$ cat config.mk
export PLATFORM = sky130hd
export DESIGN_NAME = neighbourhood_outlier_smoother
export DESIGN_NICKNAME = d
export VERILOG_FILES = /design/src/design/nos_pkg.sv /design/src/design/nos_ram.sv /design/src/design/neighbourhood_outlier_smoother.sv
export SDC_FILE = /design/constraint.sdc
export NUM_CORES = 1
export LEC_CHECK = 0
export BUFFER_PORTS_ARGS = -buffer_cell sky130_fd_sc_hd__buf_4
export CORE_ASPECT_RATIO = 0.6
export CORE_UTILIZATION = 30
export DETAILED_ROUTE_END_ITERATION = 16
export GPL_ROUTABILITY_DRIVEN = 0
export PLACE_DENSITY = 0.54
export SETUP_SLACK_MARGIN = 0.15
export SLEW_MARGIN = 30
export SYNTH_ARGS = -nofsm -noshare
export SYNTH_HDL_FRONTEND = slang
export SYNTH_SLANG_ARGS = --single-unit
$ cat constraint.sdc
create_clock -name aclk -period 9.3 [get_ports aclk]
set_input_delay 2.79 -clock aclk [delete_from_list [all_inputs] [get_ports aclk]]
set_output_delay 2.79 -clock aclk [all_outputs]
set_load 0.005 [all_outputs]
$ cat src/design/nos_pkg.sv
// ----------------------------------------------------------------------------
// Outlier smoother package
// Shared widths, reset values, register indexes and divider constants for
// the neighbourhood outlier smoother.
// ----------------------------------------------------------------------------
`default_nettype none

package nos_pkg;

    // Field widths
    localparam int PIX_W        = 4;
    localparam int CFG_WIDTH_W  = 6;
    localparam int CFG_HEIGHT_W = 11;
    localparam int THR_W        = 4;
    localparam int CFG_DATA_W   = 11;
    localparam int CFG_INDEX_W  = 2;
    localparam int SUM_W        = 8;

    // Default sizing of the line store and row counter
    localparam int MAX_WIDTH_DEF  = 32;
    localparam int MAX_HEIGHT_DEF = 1024;

    // Register indexes on the configuration channel
    localparam logic [CFG_INDEX_W-1:0] REG_FRAME_WIDTH    = 2'd0;
    localparam logic [CFG_INDEX_W-1:0] REG_FRAME_HEIGHT   = 2'd1;
    localparam logic [CFG_INDEX_W-1:0] REG_DIFF_THRESHOLD = 2'd2;

    // Register reset values
    localparam logic [CFG_WIDTH_W-1:0]  FRAME_WIDTH_RST    = 6'd30;
    localparam logic [CFG_HEIGHT_W-1:0] FRAME_HEIGHT_RST   = 11'd20;
    localparam logic [THR_W-1:0]        DIFF_THRESHOLD_RST = 4'd1;

    // Window position classes, which fix the divisor of the mean
    localparam logic [1:0] KIND_INNER  = 2'd0;  // nine values
    localparam logic [1:0] KIND_EDGE   = 2'd1;  // six values
    localparam logic [1:0] KIND_CORNER = 2'd2;  // four values

    // Reciprocals: floor(x/6) = (x*43)>>8 for x <= 90,
    // floor(x/9) = (x*57)>>9 for x <= 135.
    localparam int RECIP_W       = 6;
    localparam int PROD_W        = SUM_W + RECIP_W;
    localparam int RECIP_6       = 43;
    localparam int RECIP_6_SHIFT = 8;
    localparam int RECIP_9       = 57;
    localparam int RECIP_9_SHIFT = 9;

    // Position of the pixel being emitted within the frame
    typedef struct packed {
        logic top_edge;
        logic bottom_edge;
        logic left_edge;
        logic right_edge;
        logic emit;
        logic run_last;
    } pos_flags_t;

endpackage

`default_nettype wire

$ cat src/design/nos_ram.sv
// ----------------------------------------------------------------------------
// Generic single-port-write RAM
// One write port and one read port with a registered, enabled read.
// ----------------------------------------------------------------------------
`default_nettype none

module nos_ram #(
    parameter int WIDTH = 8,
    parameter int DEPTH = 32
) (
    input  wire logic                     clk,
    input  wire logic                     we,
    input  wire logic [$clog2(DEPTH)-1:0] waddr,
    input  wire logic [WIDTH-1:0]         wdata,
    input  wire logic                     re,
    input  wire logic [$clog2(DEPTH)-1:0] raddr,
    output logic      [WIDTH-1:0]         rdata
);

    logic [WIDTH-1:0] mem_reg [DEPTH];
    logic [WIDTH-1:0] rdata_reg;

    always_ff @(posedge clk) begin
        if (we) begin
            mem_reg[waddr] <= wdata;
        end
        if (re) begin
            rdata_reg <= mem_reg[raddr];
        end
    end

    assign rdata = rdata_reg;

endmodule

`default_nettype wire

$ cat src/design/neighbourhood_outlier_smoother.sv
// ----------------------------------------------------------------------------
// Neighbourhood outlier smoother
// 3x3 despeckle filter: a pixel that differs from every existing neighbour
// by more than a threshold is replaced by the truncated mean of its window.
// ----------------------------------------------------------------------------
// Usage. Pixels of a frame enter in raster order on the s_ channel, one item
// per cycle when nothing stalls, gray level in s_tdata[3:0]. Filtered
// pixels leave in raster order on the m_ channel. Each result trails its
// source by one row plus one pixel, so the first row of a frame and the
// first pixel of the second row produce no result at all. Accepting the
// final pixel of a frame starts a flush: the block issues width plus one
// flush items that read back the two stored rows and emit the remaining
// results, and s_tready stays low meanwhile. An item passes through three
// register stages (line store read and input register, window register,
// sum register) before the output register. Sustained rate is one item
// per cycle when nothing stalls, set by the single read and write port of
// the line store; the frame flush holds off new input while it runs.
// When the receiver stalls, each stage holds its item and the stall walks
// back to s_tready stage by stage; empty stages still take new items.
// Reset clears all valid flags, the position counters and the flush, and
// loads the registers with width 30, height 20 and threshold 1. Any write
// to a valid register index restarts the frame at its first pixel.
// ----------------------------------------------------------------------------
`default_nettype none

module neighbourhood_outlier_smoother
    import nos_pkg::*;
#(
    parameter int MAX_WIDTH  = MAX_WIDTH_DEF,
    parameter int MAX_HEIGHT = MAX_HEIGHT_DEF
) (
    input  wire logic                   aclk,
    input  wire logic                   aresetn,

    // Input pixels
    input  wire logic                   s_tvalid,
    output logic                        s_tready,
    input  wire logic [7:0]             s_tdata,   // [3:0] pixel_in, [7:4] zero

    // Filtered pixels
    output logic                        m_tvalid,
    input  wire logic                   m_tready,
    output logic      [7:0]             m_tdata,   // [3:0] pixel_out, [7:4] zero
    output logic                        m_tlast,   // run_last
    output logic      [1:0]             m_tuser,   // [0] was_replaced, [1] frame_end

    // Register writes
    input  wire logic                   cfg_valid,
    output logic                        cfg_ready,
    input  wire logic [CFG_INDEX_W-1:0] cfg_index,
    input  wire logic [CFG_DATA_W-1:0]  cfg_data
);

    // Column index and flush counter width; the usable width is at most
    // MAX_WIDTH-1, so both fit. Row counter holds at most MAX_HEIGHT-1.
    localparam int CW = $clog2(MAX_WIDTH);
    localparam int RW = $clog2(MAX_HEIGHT);

    // ------------------------------------------------------------------
    // Configuration registers
    // ------------------------------------------------------------------
    logic [CFG_WIDTH_W-1:0]  width_reg;
    logic [CFG_HEIGHT_W-1:0] height_reg;
    logic [THR_W-1:0]        thr_reg;
    logic                    cfg_wr;
    logic                    cfg_hit;

    assign cfg_ready = 1'b1;
    assign cfg_wr    = cfg_valid && cfg_ready;
    assign cfg_hit   = cfg_wr && ((cfg_index == REG_FRAME_WIDTH) ||
                                  (cfg_index == REG_FRAME_HEIGHT) ||
                                  (cfg_index == REG_DIFF_THRESHOLD));

    always_ff @(posedge aclk) begin
        if (!aresetn) begin
            width_reg  <= FRAME_WIDTH_RST;
            height_reg <= FRAME_HEIGHT_RST;
            thr_reg    <= DIFF_THRESHOLD_RST;
        end else if (cfg_wr) begin
            case (cfg_index)
                REG_FRAME_WIDTH:    width_reg  <= cfg_data[CFG_WIDTH_W-1:0];
                REG_FRAME_HEIGHT:   height_reg <= cfg_data[CFG_HEIGHT_W-1:0];
                REG_DIFF_THRESHOLD: thr_reg    <= cfg_data[THR_W-1:0];
                default: begin
                end
            endcase
        end
    end

    // Effective frame size: width clamped to 2..MAX_WIDTH-1, height to
    // 2..MAX_HEIGHT. Held as the index of the last column and row.
    logic [31:0]   w_cfg32;
    logic [31:0]   h_cfg32;
    logic [31:0]   w_clamp32;
    logic [31:0]   h_clamp32;
    logic [CW-1:0] w_eff;
    logic [CW-1:0] w_last;
    logic [RW-1:0] h_last;

    assign w_cfg32 = {{(32-CFG_WIDTH_W){1'b0}}, width_reg};
    assign h_cfg32 = {{(32-CFG_HEIGHT_W){1'b0}}, height_reg};

    always_comb begin
        if (w_cfg32 < 32'd2) begin
            w_clamp32 = 32'd2;
        end else if (w_cfg32 > 32'(MAX_WIDTH - 1)) begin
            w_clamp32 = 32'(MAX_WIDTH - 1);
        end else begin
            w_clamp32 = w_cfg32;
        end
        if (h_cfg32 < 32'd2) begin
            h_clamp32 = 32'd2;
        end else if (h_cfg32 > 32'(MAX_HEIGHT)) begin
            h_clamp32 = 32'(MAX_HEIGHT);
        end else begin
            h_clamp32 = h_cfg32;
        end
    end

    assign w_eff  = w_clamp32[CW-1:0];
    assign w_last = CW'(w_clamp32 - 32'd1);
    assign h_last = RW'(h_clamp32 - 32'd1);

    // ------------------------------------------------------------------
    // Pipeline handshakes. Stage A: input register and line store read.
    // Stage B: window. Stage C: sum and outlier decision. Then output.
    // ------------------------------------------------------------------
    logic a_valid_reg;
    logic b_valid_reg;
    logic c_valid_reg;
    logic m_valid_reg;
    pos_flags_t b_flags_reg;

    logic out_ready_in;
    logic c_ready_in;
    logic c_leave;
    logic b_leave;
    logic b_ready_in;
    logic a_leave;
    logic a_ready_in;
    logic a_load;
    logic s_accept;
    logic flush_issue;

    logic          flush_active_reg;
    logic [CW-1:0] fcount_reg;

    assign out_ready_in = !m_valid_reg || m_tready;
    assign c_ready_in   = !c_valid_reg || out_ready_in;
    assign c_leave      = c_valid_reg && out_ready_in;
    // Items that emit nothing still shift the window, then vanish here.
    assign b_leave      = b_valid_reg && (!b_flags_reg.emit || c_ready_in);
    assign b_ready_in   = !b_valid_reg || b_leave;
    assign a_leave      = a_valid_reg && b_ready_in;
    assign a_ready_in   = !a_valid_reg || b_ready_in;

    assign s_tready    = a_ready_in && !flush_active_reg;
    assign s_accept    = s_tvalid && s_tready;
    assign flush_issue = flush_active_reg && a_ready_in;
    assign a_load      = s_accept || flush_issue;

    // ------------------------------------------------------------------
    // Position counters and frame flush sequencer
    // ------------------------------------------------------------------
    logic [CW-1:0] col_reg;
    logic [RW-1:0] row_reg;
    logic          last_px;

    assign last_px = (row_reg == h_last) && (col_reg == w_last);

    always_ff @(posedge aclk) begin
        if (!aresetn) begin
            col_reg          <= '0;
            row_reg          <= '0;
            flush_active_reg <= 1'b0;
            fcount_reg       <= '0;
        end else if (cfg_hit) begin
            col_reg          <= '0;
            row_reg          <= '0;
            flush_active_reg <= 1'b0;
            fcount_reg       <= '0;
        end else begin
            if (s_accept) begin
                if (last_px) begin
                    col_reg          <= '0;
                    row_reg          <= '0;
                    flush_active_reg <= 1'b1;
                    fcount_reg       <= '0;
                end else if (col_reg == w_last) begin
                    col_reg <= '0;
                    row_reg <= row_reg + RW'(1);
                end else begin
                    col_reg <= col_reg + CW'(1);
                end
            end
            if (flush_issue) begin
                if (fcount_reg == w_eff) begin
                    flush_active_reg <= 1'b0;
                end else begin
                    fcount_reg <= fcount_reg + CW'(1);
                end
            end
        end
    end

    // Where the pixel emitted after this column shift sits in the frame.
    // A normal item emits the pixel one row plus one pixel behind it in
    // raster order; flush items emit the pixels still owed from the last two
    // rows, and the final flush item emits the bottom right corner.
    pos_flags_t in_flags;
    logic       col_nz;
    logic       fc_nz;

    always_comb begin
        col_nz   = (col_reg != '0);
        fc_nz    = (fcount_reg != '0);
        in_flags = '0;
        if (flush_active_reg) begin
            if (fcount_reg == w_eff) begin
                in_flags.bottom_edge = 1'b1;
                in_flags.right_edge  = 1'b1;
                in_flags.emit        = 1'b1;
                in_flags.run_last    = 1'b1;
            end else begin
                in_flags.top_edge    = !fc_nz && (h_last == RW'(1));
                in_flags.bottom_edge = fc_nz;
                in_flags.left_edge   = (fcount_reg == CW'(1));
                in_flags.right_edge  = !fc_nz;
                in_flags.emit        = 1'b1;
            end
        end else begin
            in_flags.top_edge   = col_nz ? (row_reg == RW'(1)) : (row_reg == RW'(2));
            in_flags.left_edge  = (col_reg == CW'(1));
            in_flags.right_edge = !col_nz;
            in_flags.emit       = (row_reg != '0) && !((row_reg == RW'(1)) && !col_nz);
            in_flags.run_last   = in_flags.emit && !last_px;
        end
    end

    // ------------------------------------------------------------------
    // Stage A and the line store. Each entry holds the column's pixel two
    // rows up (upper half) and one row up (lower half).
    // ------------------------------------------------------------------
    logic [PIX_W-1:0]   a_pix_reg;
    logic [CW-1:0]      a_col_reg;
    logic               a_wr_reg;
    pos_flags_t         a_flags_reg;
    logic [CW-1:0]      rd_addr;
    logic [2*PIX_W-1:0] rd_data;
    logic [PIX_W-1:0]   rd_up;
    logic [PIX_W-1:0]   rd_md;

    assign rd_addr = flush_active_reg ? fcount_reg : col_reg;
    assign rd_up   = rd_data[2*PIX_W-1:PIX_W];
    assign rd_md   = rd_data[PIX_W-1:0];

    always_ff @(posedge aclk) begin
        if (!aresetn) begin
            a_valid_reg <= 1'b0;
        end else if (a_load) begin
            a_valid_reg <= 1'b1;
        end else if (a_leave) begin
            a_valid_reg <= 1'b0;
        end
    end

    always_ff @(posedge aclk) begin
        if (a_load) begin
            a_pix_reg   <= flush_active_reg ? '0 : s_tdata[PIX_W-1:0];
            a_col_reg   <= col_reg;
            a_wr_reg    <= !flush_active_reg;
            a_flags_reg <= in_flags;
        end
    end

    nos_ram #(
        .WIDTH (2 * PIX_W),
        .DEPTH (MAX_WIDTH)
    ) u_line_ram (
        .clk   (aclk),
        .we    (a_leave && a_wr_reg),
        .waddr (a_col_reg),
        .wdata ({rd_md, a_pix_reg}),
        .re    (a_load),
        .raddr (rd_addr),
        .rdata (rd_data)
    );

    // ------------------------------------------------------------------
    // Stage B: the 3x3 window of original pixels, row 0 on top, column 2
    // the newest. It shifts once for every item that leaves stage A.
    // ------------------------------------------------------------------
    logic [PIX_W-1:0] win_reg [3][3];
    logic [PIX_W-1:0] new_col [3];

    assign new_col[0] = rd_up;
    assign new_col[1] = rd_md;
    assign new_col[2] = a_pix_reg;

    always_ff @(posedge aclk) begin
        if (!aresetn) begin
            b_valid_reg <= 1'b0;
        end else if (a_leave) begin
            b_valid_reg <= 1'b1;
        end else if (b_leave) begin
            b_valid_reg <= 1'b0;
        end
    end

    always_ff @(posedge aclk) begin
        if (a_leave) begin
            b_flags_reg <= a_flags_reg;
            for (int i = 0; i < 3; i++) begin
                win_reg[i][0] <= win_reg[i][1];
                win_reg[i][1] <= win_reg[i][2];
                win_reg[i][2] <= new_col[i];
            end
        end
    end

    // Neighbours outside the frame are masked out of both the outlier
    // test and the sum; a pixel is an outlier only when no existing
    // neighbour lies within the threshold.
    logic [PIX_W-1:0] ctr;
    logic [SUM_W-1:0] win_sum;
    logic             any_close;
    logic [1:0]       win_kind;
    logic             nb_ok;
    logic [PIX_W-1:0] nb;
    logic [PIX_W-1:0] diff;

    always_comb begin
        ctr       = win_reg[1][1];
        win_sum   = {{(SUM_W-PIX_W){1'b0}}, ctr};
        any_close = 1'b0;
        nb_ok     = 1'b0;
        nb        = '0;
        diff      = '0;
        for (int dr = 0; dr < 3; dr++) begin
            for (int dc = 0; dc < 3; dc++) begin
                nb    = win_reg[dr][dc];
                nb_ok = !((dr == 1) && (dc == 1)) &&
                        !((dr == 0) && b_flags_reg.top_edge) &&
                        !((dr == 2) && b_flags_reg.bottom_edge) &&
                        !((dc == 0) && b_flags_reg.left_edge) &&
                        !((dc == 2) && b_flags_reg.right_edge);
                diff  = (ctr > nb) ? (ctr - nb) : (nb - ctr);
                if (nb_ok) begin
                    win_sum = win_sum + {{(SUM_W-PIX_W){1'b0}}, nb};
                    if (diff <= thr_reg) begin
                        any_close = 1'b1;
                    end
                end
            end
        end
        if ((b_flags_reg.top_edge || b_flags_reg.bottom_edge) &&
            (b_flags_reg.left_edge || b_flags_reg.right_edge)) begin
            win_kind = KIND_CORNER;
        end else if (b_flags_reg.top_edge || b_flags_reg.bottom_edge ||
                     b_flags_reg.left_edge || b_flags_reg.right_edge) begin
            win_kind = KIND_EDGE;
        end else begin
            win_kind = KIND_INNER;
        end
    end

    // ------------------------------------------------------------------
    // Stage C: sum, centre pixel and decision
    // ------------------------------------------------------------------
    logic [SUM_W-1:0] c_sum_reg;
    logic [PIX_W-1:0] c_ctr_reg;
    logic             c_outlier_reg;
    logic [1:0]       c_kind_reg;
    logic             c_frame_end_reg;
    logic             c_run_last_reg;

    always_ff @(posedge aclk) begin
        if (!aresetn) begin
            c_valid_reg <= 1'b0;
        end else if (b_leave && b_flags_reg.emit) begin
            c_valid_reg <= 1'b1;
        end else if (c_leave) begin
            c_valid_reg <= 1'b0;
        end
    end

    always_ff @(posedge aclk) begin
        if (b_leave && b_flags_reg.emit) begin
            c_sum_reg       <= win_sum;
            c_ctr_reg       <= ctr;
            c_outlier_reg   <= !any_close;
            c_kind_reg      <= win_kind;
            c_frame_end_reg <= b_flags_reg.bottom_edge && b_flags_reg.right_edge;
            c_run_last_reg  <= b_flags_reg.run_last;
        end
    end

    // Truncated mean by reciprocal multiplication; the sums stay small
    // enough for these reciprocals to be exact.
    logic [PROD_W-1:0] prod_6;
    logic [PROD_W-1:0] prod_9;
    logic [PROD_W-1:0] quot;
    logic [PIX_W-1:0]  mean;

    assign prod_6 = PROD_W'(c_sum_reg) * PROD_W'(RECIP_6);
    assign prod_9 = PROD_W'(c_sum_reg) * PROD_W'(RECIP_9);

    always_comb begin
        case (c_kind_reg)
            KIND_CORNER: quot = PROD_W'(c_sum_reg) >> 2;
            KIND_EDGE:   quot = prod_6 >> RECIP_6_SHIFT;
            KIND_INNER:  quot = prod_9 >> RECIP_9_SHIFT;
            default:     quot = '0;
        endcase
        mean = quot[PIX_W-1:0];
    end

    // ------------------------------------------------------------------
    // Output register
    // ------------------------------------------------------------------
    logic [PIX_W-1:0] m_pix_reg;
    logic             m_replaced_reg;
    logic             m_last_reg;
    logic             m_frame_end_reg;

    always_ff @(posedge aclk) begin
        if (!aresetn) begin
            m_valid_reg <= 1'b0;
        end else if (c_leave) begin
            m_valid_reg <= 1'b1;
        end else if (m_tready) begin
            m_valid_reg <= 1'b0;
        end
    end

    always_ff @(posedge aclk) begin
        if (c_leave) begin
            m_pix_reg       <= c_outlier_reg ? mean : c_ctr_reg;
            m_replaced_reg  <= c_outlier_reg;
            m_last_reg      <= c_run_last_reg;
            m_frame_end_reg <= c_frame_end_reg;
        end
    end

    assign m_tvalid = m_valid_reg;
    assign m_tdata  = {{(8-PIX_W){1'b0}}, m_pix_reg};
    assign m_tlast  = m_last_reg;
    assign m_tuser  = {m_frame_end_reg, m_replaced_reg};

`ifndef SYNTHESIS
    // The frame's final pixel is always the last result of its flush.
    a_frame_end_last: assert property (@(posedge aclk) disable iff (!aresetn)
        (m_tvalid && m_tuser[1]) |-> m_tlast)
        else $error("frame end result without tlast");

    a_col_range: assert property (@(posedge aclk) disable iff (!aresetn)
        col_reg <= w_last)
        else $error("column counter beyond frame width");

    a_row_range: assert property (@(posedge aclk) disable iff (!aresetn)
        row_reg <= h_last)
        else $error("row counter beyond frame height");

    a_flush_range: assert property (@(posedge aclk) disable iff (!aresetn)
        flush_active_reg |-> (fcount_reg <= w_eff))
        else $error("flush counter ran past the row");
`endif

endmodule

`default_nettype wire

==> impl_metrics.env <==
export IMPL_p_leak_nw=9.20
export IMPL_multi_input_area_um2=9860
export IMPL_grt_overflow=0
export IMPL_cp_max_fo=5
export IMPL_antenna_left=0
export IMPL_dr_total_vias=13300
export IMPL_r2r_end="c_sum_reg[7]"
export IMPL_root_buffer="clkbuf_16"
export IMPL_clock_latency_ns=0.58
export IMPL_drc=0
export IMPL_ys_ff_latch=392
export IMPL_p_comb_frac=0.147
export IMPL_crit_top_cell="fa_1"
export IMPL_finalSetupViolCount=0
export IMPL_hpwl_mm=35.4
export IMPL_intPower_mw=3.14
export IMPL_num_nets_final=2000
export IMPL_cp_start_kind="flip-flop"
export IMPL_antennaDiodeCount=0
export IMPL_switchingPower_mw=1.07
export IMPL_maxCapViolations=0
export IMPL_run_status="finished clean"
export IMPL_start_util=0.304
export IMPL_clk_pin_slew_ns=0.07
export IMPL_switching_share=0.255
export IMPL_fmax_ghz=0.119
export IMPL_ys_flop_type="edfxtp_1"
export IMPL_fillCellCount=7083
export IMPL_r2r_cells=33
export IMPL_place_area_um2=23400
export IMPL_powerDensity_nw_per_um2=171
export IMPL_synth_edf_count=346
export IMPL_syn_cell_area_um2=21800
export IMPL_dieHeight_um=211
export IMPL_grt_pass1_vias=13300
export IMPL_min_path_type="flip-flop to flip-flop"
export IMPL_grt_max_degree=45
export IMPL_synthDistinctLibCells=86
export IMPL_cp_endpoint="c_sum_reg[7]"
export IMPL_tns_ns=0
export IMPL_slowest_delay_ns=0.53
export IMPL_port_buffers=30
export IMPL_power_frac_seq=0.470
export IMPL_final_period_utilization=0.904
export IMPL_critPathKind="flip-flop to flip-flop"
export IMPL_core_um2=71900
export IMPL_worst_path_max_delay_cell="fa_1"
export IMPL_ys_warn_count=0
export IMPL_vias_per_cell=4.82
export IMPL_final_cell_mix="edfxtp_1 (346), ha_1 (181), nand2_1 (148)"
export IMPL_netlist_instances=1707
export IMPL_finClkSkew_ns=0.0328
export IMPL_clock_path_buffers=3
export IMPL_wire_per_inst_um=18.5
export IMPL_setup_worst_path_start="win_reg[1][4]"
export IMPL_vdd_ir_drop_worst_uv=134
export IMPL_seq_area_um2=11300
export IMPL_row_count=76
export IMPL_tightest_slew_ns=0.888
export IMPL_syn_area_per_cell_um2=12.8
export IMPL_numCtsBuffers=40
export IMPL_cp_arrival_ns=8.73
export IMPL_routed_wl_mm=51.0
export IMPL_ys_seq_area_frac=0.518
export IMPL_drive_above_1_share=0.135
export IMPL_io_pin_count=40
export IMPL_cts_tree="yes"
export IMPL_die_x_um=350
export IMPL_dr_pass1_iters=8
export IMPL_h_tree_depth=2
export IMPL_largest_reg_flops=256
export IMPL_final_common_cell="edfxtp_1"
export IMPL_relSlewSlack=0.406
export IMPL_drt_iter0_markers=998
export IMPL_final_hold_violation_count=0
export IMPL_final_max_slew_viol_count=0
export IMPL_grt_first_pass_wirelength_mm=79.8
export IMPL_grtUsageTotal=0.141
export IMPL_r2r_start="win_reg[1][4]"
export IMPL_die_area_um2=73900
export IMPL_critPathCaptureType="flip-flop"
export IMPL_fin_area_um2=24600
export IMPL_cp_required_ns=9.62
export IMPL_cts_sinks=392
export IMPL_rsz0062_at_grt="no"
export IMPL_r2r_slack_ns=0.90
export IMPL_antenna_found_initial=1
export IMPL_area_growth_pct=12.8
export IMPL_synthArstFlopShare=0
export IMPL_min_period_ns=8.40
export IMPL_pwr_share_clk=0.383
through the flow:
stage | hold slack [ns] | std cells | setup slack, ns | power, mW | util
2_1_floorplan | 0.400 | 1710 | 1.05 | 2.48 | -
3_3_place_gp | 0.403 | 2678 | 0.856 | 2.61 | 0.323
3_5_place_dp | 0.405 | 2684 | 0.798 | 2.63 | 0.325
4_1_cts | 0.416 | 2754 | 0.746 | 4.27 | 0.343
5_1_grt | 0.428 | 2754 | 0.216 | 4.42 | 0.343
6_report | 0.417 | 2754 | 0.896 | 4.21 | 0.343
worst max-delay path, delay by kind of cell, from the launching register on:
kind / cells / cell delay (ns)
adder cells (fa/ha/maj): 10 / 4.25
AO/OA/AOI/OAI: 10 / 2.09
buffers and inverters: 5 / 0.49
flip-flops: 1 / 0.47
AND/OR/NAND/NOR: 6 / 0.39
multiplexers: 1 / 0.31
XOR/XNOR: 1 / 0.12
metal layers:
| layer | global-route usage | part of all wire | vias to the layer above |
|---|---|---|---|
| li1 | - | - | 6311 |
| met2 | 0.198 | 0.41 | 314 |
| met3 | 0.0282 | 0.060 | 71 |
| met4 | 0.0319 | 0.018 | 2 |
| met5 | 0 | 0.00025 | - |
| met1 | 0.220 | 0.51 | 6565 |
kinds of logic (layout without fill, tap and decap cells):
logic type / Yosys count / after routing / synth area share
AOI/OAI and AO/OA: 265 / 265 / 0.0781
xor gates and xnor gates: 90 / 90 / 0.0408
other: 2 / 5 / 0.000344
and+or+nand+nor: 427 / 427 / 0.0913
buffers and inverters: 183 / 252 / 0.0339
DFF: 392 / 392 / 0.518
muxes: 124 / 124 / 0.0949
adders and majority gates: 224 / 224 / 0.143
worst min-delay path by stage:
| stage | startpoint | depth (start not counted) | slack (ns) | endpoint |
|---|---|---|---|---|
| after detailed placement | u_line_ram.rdata[5] | 0 | 0.40 | win_reg[0][1] |
| after floorplan | a_flags_reg[0] | 0 | 0.40 | b_flags_reg[0] |
| after global routing | u_line_ram.rdata[5] | 0 | 0.43 | win_reg[0][1] |
| final | a_flags_reg[3] | 0 | 0.42 | b_flags_reg[3] |
| after CTS | a_flags_reg[3] | 0 | 0.42 | b_flags_reg[3] |
| after global placement | b_flags_reg[0] | 0 | 0.40 | c_run_last_reg |
cells in the mapped netlist, types with 38 or more instances:
cell,number,area share
dfxtp_1,46,0.042
inv_1,121,0.021
clkbuf_1,41,0.0070
fa_1,42,0.038
mux2i_1,38,0.017
xnor2_1,45,0.018
nor2_1,117,0.020
edfxtp_1,346,0.48
xor2_1,38,0.015
ha_1,181,0.10
a21oi_1,85,0.019
mux4_2,64,0.066
nand2_1,148,0.025
o21ai_0,54,0.012
power by group through the flow:
stage                     Sequential [mW]  Combinational [mW]  Clock, mW
after global routing                 1.98               0.703       1.73
after detailed placement             2.02               0.617          0
final                                1.98               0.620       1.61
after floorplan                      2.01               0.467          0
after CTS                            1.98               0.623       1.67
after global placement               2.02               0.591          0
cell type report:
cell class,instances,area share
Sequential cell,392,0.459
Multi-Input combinational cell,1135,0.400
Tap cell,975,0.0495
Clock buffer,48,0.0418
Timing Repair Buffer,59,0.0205
Inverter,123,0.0187
Clock inverter,22,0.0101
timing repair:
item / CTS / global route
gates resized for setup: 0 / 1
endpoints found under the setup margin: 0 / 1
hold endpoints to repair: 0 / 0
buffers inserted: 0 / 0
hold buffers: 0 / 0
No activity file was read; power rests on OpenSTA's default activity.
